## config.mk

```make
export PLATFORM = sky130hd
export DESIGN_NAME = dtpm_row_alu
export DESIGN_NICKNAME = d
export VERILOG_FILES = /design/src/design/dtpm_pkg.sv /design/src/design/dtpm_row_alu.sv
export SDC_FILE = /design/constraint.sdc
export NUM_CORES = 1
export LEC_CHECK = 0
export CORE_AREA = 3 3 261 263
export DETAILED_ROUTE_END_ITERATION = 10
export DIE_AREA = 0 0 264 266
export DONT_BUFFER_PORTS = 1
export GPL_TIMING_DRIVEN = 0
export PLACE_DENSITY = 0.3
export SYNTH_ARGS = -nofsm -noshare
export SYNTH_HDL_FRONTEND = slang
export SYNTH_SLANG_ARGS = --single-unit
```

## constraint.sdc

```tcl
create_clock -name vclk -period 8.2
set_input_delay 0.82 -clock vclk [all_inputs]
set_output_delay 0.82 -clock vclk [all_outputs]
set_load 0.01 [all_outputs]
```

## src/design/dtpm_pkg.sv

```systemverilog
package dtpm_pkg;

  localparam int GRID_COLS = 40;
  localparam int GRID_ROWS = 30;

  // field widths of the ports and of the redraw counter
  localparam int POS_W      = 11;
  localparam int RECT_W_W   = 6;
  localparam int RECT_H_W   = 5;
  localparam int LVL_W      = 8;
  localparam int TILE_COL_W = 6;
  localparam int TILE_ROW_W = 5;
  localparam int TOTAL_W    = 32;

  // internal widths
  localparam int COL_W  = $clog2(GRID_COLS);
  localparam int ROW_W  = $clog2(GRID_ROWS);
  // a segment end can reach the last column plus the widest rectangle
  localparam int SPAN_W = $clog2(GRID_COLS + (1 << RECT_W_W));

  typedef logic [LVL_W-1:0] lvl_t;
  typedef lvl_t [GRID_COLS-1:0] row_t;

  typedef enum logic [1:0] {
    OP_SET   = 2'd0,
    OP_RAISE = 2'd1,
    OP_MARK  = 2'd2,
    OP_SCAN  = 2'd3
  } opcode_t;

  typedef enum logic [1:0] {
    K_DONE  = 2'd0,
    K_DIRTY = 2'd1,
    K_CLEAN = 2'd2
  } kind_t;

  typedef enum logic [1:0] {
    ALU_SET,
    ALU_RAISE,
    ALU_MARK
  } alu_mode_t;

  typedef struct packed {
    alu_mode_t         mode;
    logic [SPAN_W-1:0] lo;
    logic [SPAN_W-1:0] hi;
    lvl_t              level;
  } alu_ctl_t;

  typedef enum logic [3:0] {
    S_CLEAR,
    S_IDLE,
    S_NORM,
    S_SEG_RD,
    S_SEG_WR,
    S_MARK_RD,
    S_MARK_WR,
    S_SCAN_RD,
    S_SCAN_LD,
    S_SCAN_WALK,
    S_SCAN_WB,
    S_DONE
  } state_t;

endpackage

```

## src/design/dtpm_row_alu.sv

```systemverilog
module dtpm_row_alu import dtpm_pkg::*; (
  input  alu_ctl_t ctl,
  input  row_t     row_in,
  output row_t     row_out
);

  always_comb begin
    for (int i = 0; i < GRID_COLS; i++) begin
      row_out[i] = row_in[i];
      unique case (ctl.mode)
        ALU_SET: begin
          if (ctl.lo <= SPAN_W'(i) && SPAN_W'(i) < ctl.hi) row_out[i] = ctl.level;
        end
        ALU_RAISE: begin
          if (ctl.lo <= SPAN_W'(i) && SPAN_W'(i) < ctl.hi && row_in[i] < ctl.level)
            row_out[i] = ctl.level;
        end
        ALU_MARK: begin
          if (row_in[i] == '0) row_out[i] = LVL_W'(1);
        end
        default: row_out[i] = row_in[i];
      endcase
    end
  end

endmodule
```

* Word-level counts from Yosys, hierarchy flattened *
Cells that the tools add are included.

cells by class
  equality and inequality tests = 2
  $lt $le $gt $ge = 120
  multiplexer cells = 160
  reduce and logical (&&, ||, !) cells = 121

operator list
  kind                                                        number
  2-to-1 mux 8 bit                                            120
  one-hot mux 8 bit (3 select lines)                          40
  logical NOT 8 bit                                           40
  less-than comparator 8 bit                                  40
  <= comparator 7 x 5 -> 1 bit (second input constant)        16
  less-than comparator 5 x 7 -> 1 bit (first input constant)  16
  logical AND 1 bit                                           80
  <= comparator 7 x 4 -> 1 bit (second input constant)        8
  <= comparator 7 x 6 -> 1 bit (second input constant)        8
  less-than comparator 4 x 7 -> 1 bit (first input constant)  8
  less-than comparator 6 x 7 -> 1 bit (first input constant)  8
  <= comparator 7 x 3 -> 1 bit (second input constant)        4
  less-than comparator 3 x 7 -> 1 bit (first input constant)  4
  <= comparator 7 x 1 -> 1 bit (second input constant)        2
  <= comparator 7 x 2 -> 1 bit (second input constant)        2
  less-than comparator 1 x 7 -> 1 bit (first input constant)  2
  less-than comparator 2 x 7 -> 1 bit (first input constant)  2
  equality test 2 x 1 -> 1 bit (second input constant)        1
  equality test 2 bit (second input constant)                 1
  logical NOT 2 bit                                           1

storage, ports and cells
  register bits after elaboration = 0

* Longest topological paths before layout *
Gate-level depths: netlist (run 1).

  depth after elaboration = 5
  depth in mapped cells = 9
  depth with buffers taken out = 8

* Worst setup path before layout (run 1) *
No wires, ideal clock.

  kind = input-to-output
  from = input ctl[5] (netlist name)
  to = output row_out[89] (netlist name)
  required time = 7380 ps
  data arrival time = 3559 ps
  cell stages on the path = 9
  buffers on the path = 1
  setup slack = 3821 ps
  path through = inv_1 > ha_1 > a21o_1 > a221o_1 > a31o_2 > a21oi_1 > o211a_1 > buf_2 > mux2_2

RTL lines
  item             RTL line           text
  start, declared  dtpm_row_alu.sv:2  input alu_ctl_t ctl,
  end, declared    dtpm_row_alu.sv:4  output row_t row_out

==> results of run 1 <==
cell type report:
class | count | share of cell area [%]
tap | 864 | 7.733
antenna | 1 | 0.01790
buffer | 84 | 2.524
timing repair buffer | 6 | 0.9308
inverter | 16 | 0.5549
multi-input combinational | 1562 | 88.24
through the flow:
stage               setup WS (ps)  hold WS (ps)  area [sq um]
detailed placement           2437          1776         13980
finish                       2669          1779         13980
CTS                          2430          1777         13980
floorplan                    3821          1763         12740
global placement             1804          1779         13820
global route                 2388          1784         13980
kinds of logic after synthesis:
| logic type | after synthesis | share of synthesized area [%] |
|---|---|---|
| adders and majority gates | 280 | 27.50 |
| and+or+nand+nor | 516 | 19.77 |
| AOI/OAI and AO/OA | 517 | 27.66 |
| muxes | 249 | 21.85 |
| buffers and inverters | 100 | 3.221 |
where the power goes:
| group | leakage [nW] | switching [mW] | internal, mW |
|---|---|---|---|
| clock | 0.00000634 | 0 | 0.0000000169 |
| sequential | 0 | 0 | 0 |
| combinational | 5.51 | 0.519 | 0.273 |
| total | 5.51 | 0.519 | 0.273 |
synth_stat cells (all sizes together) (5+ instances only):
master     n  area share, %
a211oi    34            2.6
nand2    173            5.1
nand3     27            1.1
nor2      88            2.7
mux2     233             21
o211ai    34            2.3
buf       27            1.1
nor3      72            2.9
a221oi    11            1.1
a221o      5           0.39
a21oi    132            5.4
o221ai     5           0.34
inv       15           0.44
a311o      7           0.55
o21ai    137            5.4
clkbuf    57            1.7
a2111oi    8           0.80
nor3b      7           0.41
and3       9           0.44
a21o      47            2.8
a211o     17            1.2
nor4      56            2.8
nand2b    32            1.6
o21a       6           0.35
nand4     21            1.0
a31o       9           0.62
a31oi     21            1.0
mux2i     16            1.3
o31ai     15           0.88
ha       280             27
or3       12           0.59
metal layers:
metal	vias up	wire length [microns]	part of all wire, %
met5	-	7	0.0079
met2	625	44620	51
met3	22	5242	5.9
met1	7162	37960	43
li1	6565	-	-
met4	2	378	0.43
worst max-delay path: cells and delay by family:
family / cells / cell delay, ps
AOI/OAI and AO/OA: 1 / 280
buffers and inverters: 3 / 1820
and+or+nand+nor: 3 / 1750
worst paths after layout:
check     endpoint  startpoint  slack, ps  cells past startpoint
min    row_out[13]  row_in[13]       1780                      2
max    row_out[80]      ctl[0]       2670                      7
==> qor.txt, run 1 <==
Area of the multi-input gates - 12340 sq um
ANT nets after route - 0
Syn Std Cell Area - 12740 sq um
DR pass1 iterations - 5
Max rail drop VDD - 15.88 uV
Worst path cell trace - buf_2 -> clkbuf_1 -> nand2_1 -> nor2_1 -> clkbuf_1 -> a2111oi_0 -> nand2_1
Crit share post-route - 67.45%
Die area - 70220 sq um
FP Rows - 94
Fraction of layout cells with a size suffix above 1 - 19.48%
Drt via density - 5.675
Max_cap viols - 0
Sequential cell area - 0 sq um
Relative slew slack - 2.825%
Finished Core Util - 21.23%
Post-synth net total - 2286
Iter 0 DRT Violations - 936
Effective utilization at floorplan - 19.34%
Syn Area/Cell - 7.666 sq um
Pwr Density - 56.64 nW/um^2
Worst Hold Class - input port to output port
Die H - 266 microns
LEAKAGE - 5.511 nW
Final Total Pwr - 0.7918 mW
Crit. End Element - output port
Met3 Use GR - 3.805%
Register area share after synthesis - 0%
Setup CP Type - input port to output port
WL final - 88220 microns
Fin Setup TNS - 0 ps
Worst Tran Pin Value - 1458 ps
Crit path time final - 5531 ps
Final setup fails - 0
Wire per inst - 34.83 microns
Cts repair resizes - 0
WP data arrival - 4710 ps
Synthesis Warnings - 0
Commonest cells after routing, fill and taps aside - ha_1 (280), mux2_2 (233), nand2_1 (173)
Final Max Tran Viols - 0
Run status - finished clean
FMAX - 180.8 MHz
GRT Max-Usage Layer - met2
Final hold violations - 0
Nets - 2294
Setup Buffers After CTS - 0
Initial antenna violation count - 10
Crit start category - input port
Non-filler cells, final - 2533
Total core area - 65860 sq um
# DRC - 0
Clock buffers - 0
Cell variety after synth - 77
Area growth syn-to-layout - 9.722%
RSZ-0062 raised after global routing - no
GPL Wtd Cong - 0.8468
Gate Count Post-Synth - 1662
First-pass GRT wire length - 119800 microns
Fill count - 7439
Ports - 664
CTS Hold Bufs - 0
Vias in the first global route - 14145
GRT Util Overall - 23.55%
Total gr overflow - 0
Die Span X - 264 microns
Vias - 14376
CP max FO - 10
Worst EP required - 7380 ps
Total number of sequential cells - 0
Slowest cell on crit path - clkbuf_1
Largest net degree at the start of global routing - 48
Placed instance count - 2532
Port bufs - 0
Dpl hpwl - 70090 microns
Commonest non-fill, non-tap cell in the layout - ha_1
Worst stage delay on the critical path - 880 ps
Met1 Usage GRT - 30.35%
Grt met2 use - 43.15%
Note: power is estimated with default switching activity, not from simulation.
==> run 2: changes to the inputs <==
==> constraint.sdc (replaced) <==
create_clock -name vclk -period 5.2
set_input_delay 0.52 -clock vclk [all_inputs]
set_output_delay 0.52 -clock vclk [all_outputs]
set_load 0.01 [all_outputs]
==> run 2 against run 1 <==
  * Cell area hardly changed
  * Critical endpoint unchanged
  * Highest routed layer unchanged
  * First-iteration DRC count is 2.5% higher
  * Critical path depth stayed put
  * Final cell count hardly changed
  * Critical path type unchanged
  * Wire length hardly changed
  * Via count hardly changed
==> qor.txt, run 2 (same netlist as run 1, synthesis figures left out) <==
Sequential cell area - 0 sq um (unchanged)
Port bufs - 0 (unchanged)
Setup CP Type - input port to output port (unchanged)
# DRC - 0 (unchanged)
RSZ-0062 raised after global routing - no (unchanged)
Vias - 14389 (was 14376)
Effective utilization at floorplan - 19.34% (unchanged)
Worst EP required - 4680 ps (was 7380 ps)
Run status - finished clean (unchanged)
Final Max Tran Viols - 0 (unchanged)
GPL Wtd Cong - 0.8468 (unchanged)
Final setup fails - 0 (unchanged)
Die area - 70220 sq um (unchanged)
FP Rows - 94 (unchanged)
Drt via density - 5.678 (was 5.675)
Final hold violations - 0 (unchanged)
CP max FO - 10 (unchanged)
Largest net degree at the start of global routing - 48 (unchanged)
Area growth syn-to-layout - 9.762% (was 9.722%)
Total gr overflow - 0 (unchanged)
Finished Cell Area - 13980 sq um (about the same)
Commonest cells after routing, fill and taps aside - ha_1 (280), mux2_2 (233), nand2_1 (173) (unchanged)
Fill count - 7437 (was 7439)
Clock buffers - 0 (unchanged)
Total number of sequential cells - 0 (unchanged)
Crit start category - input port (unchanged)
Initial antenna violation count - 10 (unchanged)
Dpl hpwl - 70090 microns (unchanged)
Nets - 2294 (unchanged)
Ports - 664 (unchanged)
Placed instance area - 13980 sq um (unchanged)
Fin Setup TNS - 0 ps (unchanged)
ANT nets after route - 0 (unchanged)
Crit path time final - 4814 ps
DR pass1 iterations - 5 (unchanged)
Max_cap viols - 0 (unchanged)
Worst Hold Class - input port to output port (unchanged)
Wire per inst - 34.82 microns (was 34.83 microns)
Total core area - 65860 sq um (unchanged)
WP data arrival - 4290 ps (was 4710 ps)
Area of the multi-input gates - 12340 sq um (about the same)
Commonest non-fill, non-tap cell in the layout - ha_1 (unchanged)
WL final - 88230 microns (was 88220 microns)
FMAX - 207.7 MHz
Fraction of layout cells with a size suffix above 1 - 19.54% (was 19.48%)
Worst Tran Pin Value - 1467 ps (was 1458 ps)
Die H - 266 microns (unchanged)
Setup Buffers After CTS - 0 (unchanged)
Crit. End Element - output port (unchanged)
First-pass GRT wire length - 119800 microns (unchanged)
Die Span X - 264 microns (unchanged)
GRT Util Overall - 23.55% (unchanged)
Vias in the first global route - 14145 (unchanged)
Relative slew slack - 2.189% (was 2.825%)
Crit share post-route - 92.58%
Iter 0 DRT Violations - 959 (was 936)
-- run 2: cell types whose count changed in the layout (fill, tap and decap cells not counted) --
cell / change
diode_2: +1
nor2_1: -1
nor2_2: +1
-- run 2: what timing repair did --
item                       in CTS  in global routing
hold buffers                    0                  0
resized for setup               0                  1
setup endpoints to repair       0                  2
hold endpoints to repair        0                  0
-- run 2: per-stage QoR --
stage / worst slack [ps] / utilization (%) / hold slack, ps / cells
after floorplan: 1421 / - / 1163 / 1662
after global placement: -595.8 / 20.99 / 1179 / 2526
after detailed placement: 37.29 / 21.22 / 1176 / 2532
after CTS: 29.70 / 21.22 / 1177 / 2532
after global routing: 177.8 / 21.23 / 1184 / 2533
final: 385.9 / 21.23 / 1180 / 2534
-- run 2: worst max-delay path, stage by stage --
cell       delay, ps
buf_2            430
clkbuf_1         530
nand2_1          760
nor2_2           640
clkbuf_1         860
a2111oi_0        280
nand2_1          240
-- run 2: layer usage --
layer,share of wire [%],global-route usage (%),vias up
met4,0.48,1.067,2
li1,-,-,6569
met1,43,30.35,7180
met5,0.0079,0,-
met3,5.8,3.805,28
met2,51,43.15,610
-- run 2: path summary, 6_finish.rpt --
check,depth (start not counted),slack [ps],startpoint,end
max,7,390,ctl[0],row_out[80]
min,2,1180,row_in[13],row_out[13]
-- run 2: final cells by class --
type | instances | area share [%]
diodes | 2 | 0.03579
plain buffers | 84 | 2.523
inverters | 16 | 0.5547
multi-input cells | 1562 | 88.23
well taps | 864 | 7.730
repair buffers | 6 | 0.9305
==> run 3: changes to the inputs <==
--- a/config.mk
+++ b/config.mk
@@ -5,9 +5,9 @@
 export SDC_FILE = /design/constraint.sdc
 export NUM_CORES = 1
 export LEC_CHECK = 0
-export CORE_AREA = 3 3 261 263
+export CORE_AREA = 3 3 258 260
 export DETAILED_ROUTE_END_ITERATION = 10
-export DIE_AREA = 0 0 264 266
+export DIE_AREA = 0 0 261 263
 export DONT_BUFFER_PORTS = 1
 export GPL_TIMING_DRIVEN = 0
 export PLACE_DENSITY = 0.3
==> run 3 against run 2 <==
  * Critical path depth is 1 higher
  * Via count grew 0.31%
  * Utilization up 0.43 points
  * Clock-buffer cell count stayed put
  * Flip-flop and latch count unchanged
  * Global-route usage grew 0.13 points
  * First-iteration DRC count shrank 21%
  * Die area is 2.3% lower
  * Worst setup slack improved by 72 ps
  * Non-clock buffer count fell by 2
  * Critical endpoint is now row_out[64]
  * Largest cell class unchanged
==> qor.txt, run 3 (same netlist as run 1, synthesis figures left out) <==
First-pass GRT wire length - 117100 microns (was 119800 microns)
RSZ-0062 raised after global routing - no (unchanged)
Vias - 14433 (was 14389)
# DRC - 0 (unchanged)
Crit path time final - 4742 ps (was 4814 ps)
WP data arrival - 4220 ps (was 4290 ps)
Effective utilization at floorplan - 19.80% (was 19.34%)
Die Span X - 261 microns (was 264 microns)
Worst setup path start - ctl[0] (unchanged)
WL final - 86830 microns (was 88230 microns)
Total gr overflow - 0 (unchanged)
Worst stage delay on the critical path - 850 ps (was 860 ps)
Relative slew slack - 4.608% (was 2.189%)
Iter 0 DRT Violations - 762 (was 959)
Sequential cell area - 0 sq um (unchanged)
Dpl hpwl - 68800 microns (was 70090 microns)
Worst Hold Class - input port to output port (unchanged)
Largest net degree at the start of global routing - 48 (unchanged)
Die area - 68640 sq um (was 70220 sq um)
Hold path start - row_in[9] (was row_in[13])
Run status - finished clean (unchanged)
Total core area - 64350 sq um (was 65860 sq um)
Worst EP required - 4680 ps (about the same)
GPL Wtd Cong - 0.8441 (was 0.8468)
Fraction of layout cells with a size suffix above 1 - 19.45% (was 19.54%)
CP max FO - 10 (unchanged)
Max_cap viols - 0 (unchanged)
Setup Buffers After CTS - 0 (unchanged)
Min Hold Slack - 1177 ps (was 1180 ps)
Setup CP Type - input port to output port (unchanged)
Clock buffers - 0 (unchanged)
FMAX - 210.9 MHz (was 207.7 MHz)
Final Max Tran Viols - 0 (unchanged)
DR pass1 iterations - 5 (unchanged)
Worst path cell trace - buf_2 -> clkbuf_1 -> nand2_1 -> nor2_1 -> clkbuf_1 -> a21oi_1 -> o31ai_1 -> a311o_1 (was buf_2 -> clkbuf_1 -> nand2_1 -> nor2_2 -> clkbuf_1 -> a2111oi_0 -> nand2_1)
Final setup fails - 0 (unchanged)
GRT Util Overall - 23.68% (was 23.55%)
Crit share post-route - 91.19% (was 92.58%)
Area growth syn-to-layout - 9.427% (was 9.762%)
Total number of sequential cells - 0 (unchanged)
Final hold violations - 0 (unchanged)
Initial antenna violation count - 7 (was 10)
Port bufs - 0 (unchanged)
Die H - 263 microns (was 266 microns)
Most used cell, CP - clkbuf_1
ANT nets after route - 0 (unchanged)
Nets - 2292 (was 2294)
Crit start category - input port (unchanged)
Crit. End Element - output port (unchanged)
Slowest cell on crit path - clkbuf_1 (unchanged)
Ports - 664 (unchanged)
Commonest cells after routing, fill and taps aside - ha_1 (280), mux2_2 (233), nand2_1 (173) (unchanged)
FP Rows - 93 (was 94)
Worst Tran Pin Value - 1431 ps (was 1467 ps)
Commonest non-fill, non-tap cell in the layout - ha_1 (unchanged)
Wire per inst - 34.39 microns (was 34.82 microns)
Drt via density - 5.716 (was 5.678)
Vias in the first global route - 14201 (was 14145)
run 3: critical path, delay by kind of cell:
kind                   cells  cell delay, ps
AOI/OAI and AO/OA          3             500
buffers and inverters      3            1760
and+or+nand+nor            2            1400
run 3: through the flow:
step                std cells  instance area (sq um)  setup slack (ps)  setup TNS, ps  utilization (%)
floorplan                1662                  12740              1421              0                -
global placement         2517                  13810            -426.6         -19970            21.46
detailed placement       2521                  13930            -243.1         -385.3            21.65
CTS                      2521                  13930             210.8              0            21.65
global route             2522                  13930             168.1              0            21.66
finish                   2525                  13940             458.2              0            21.67
run 3: timing repair:
action / 4_1_cts / 5_1_grt
setup endpoints to repair: 4 / 0
hold buffers: 0 / 0
resized for setup: 1 / 0
run 3: cell type report:
type | count | area, sq um
Antenna cell | 4 | 10.01
Buffer | 84 | 354.1
Fill cell | 7249 | 50410
Inverter | 16 | 77.57
Multi-Input combinational cell | 1562 | 12340
Tap cell | 855 | 1070
Timing Repair Buffer | 4 | 95.09
run 3: layer usage:
metal	vias to the layer above	share of wire, %	GRT usage, %
li1	6582	-	-
met1	7206	42	29.69
met2	583	51	43.39
met3	58	5.7	3.617
met4	4	1.5	3.102
met5	-	0.026	0
run 3: path summary, 6_finish.rpt:
kind	depth (start not counted)	slack (ps)	endpoint
max	8	460	row_out[64]
min	2	1180	row_out[9]
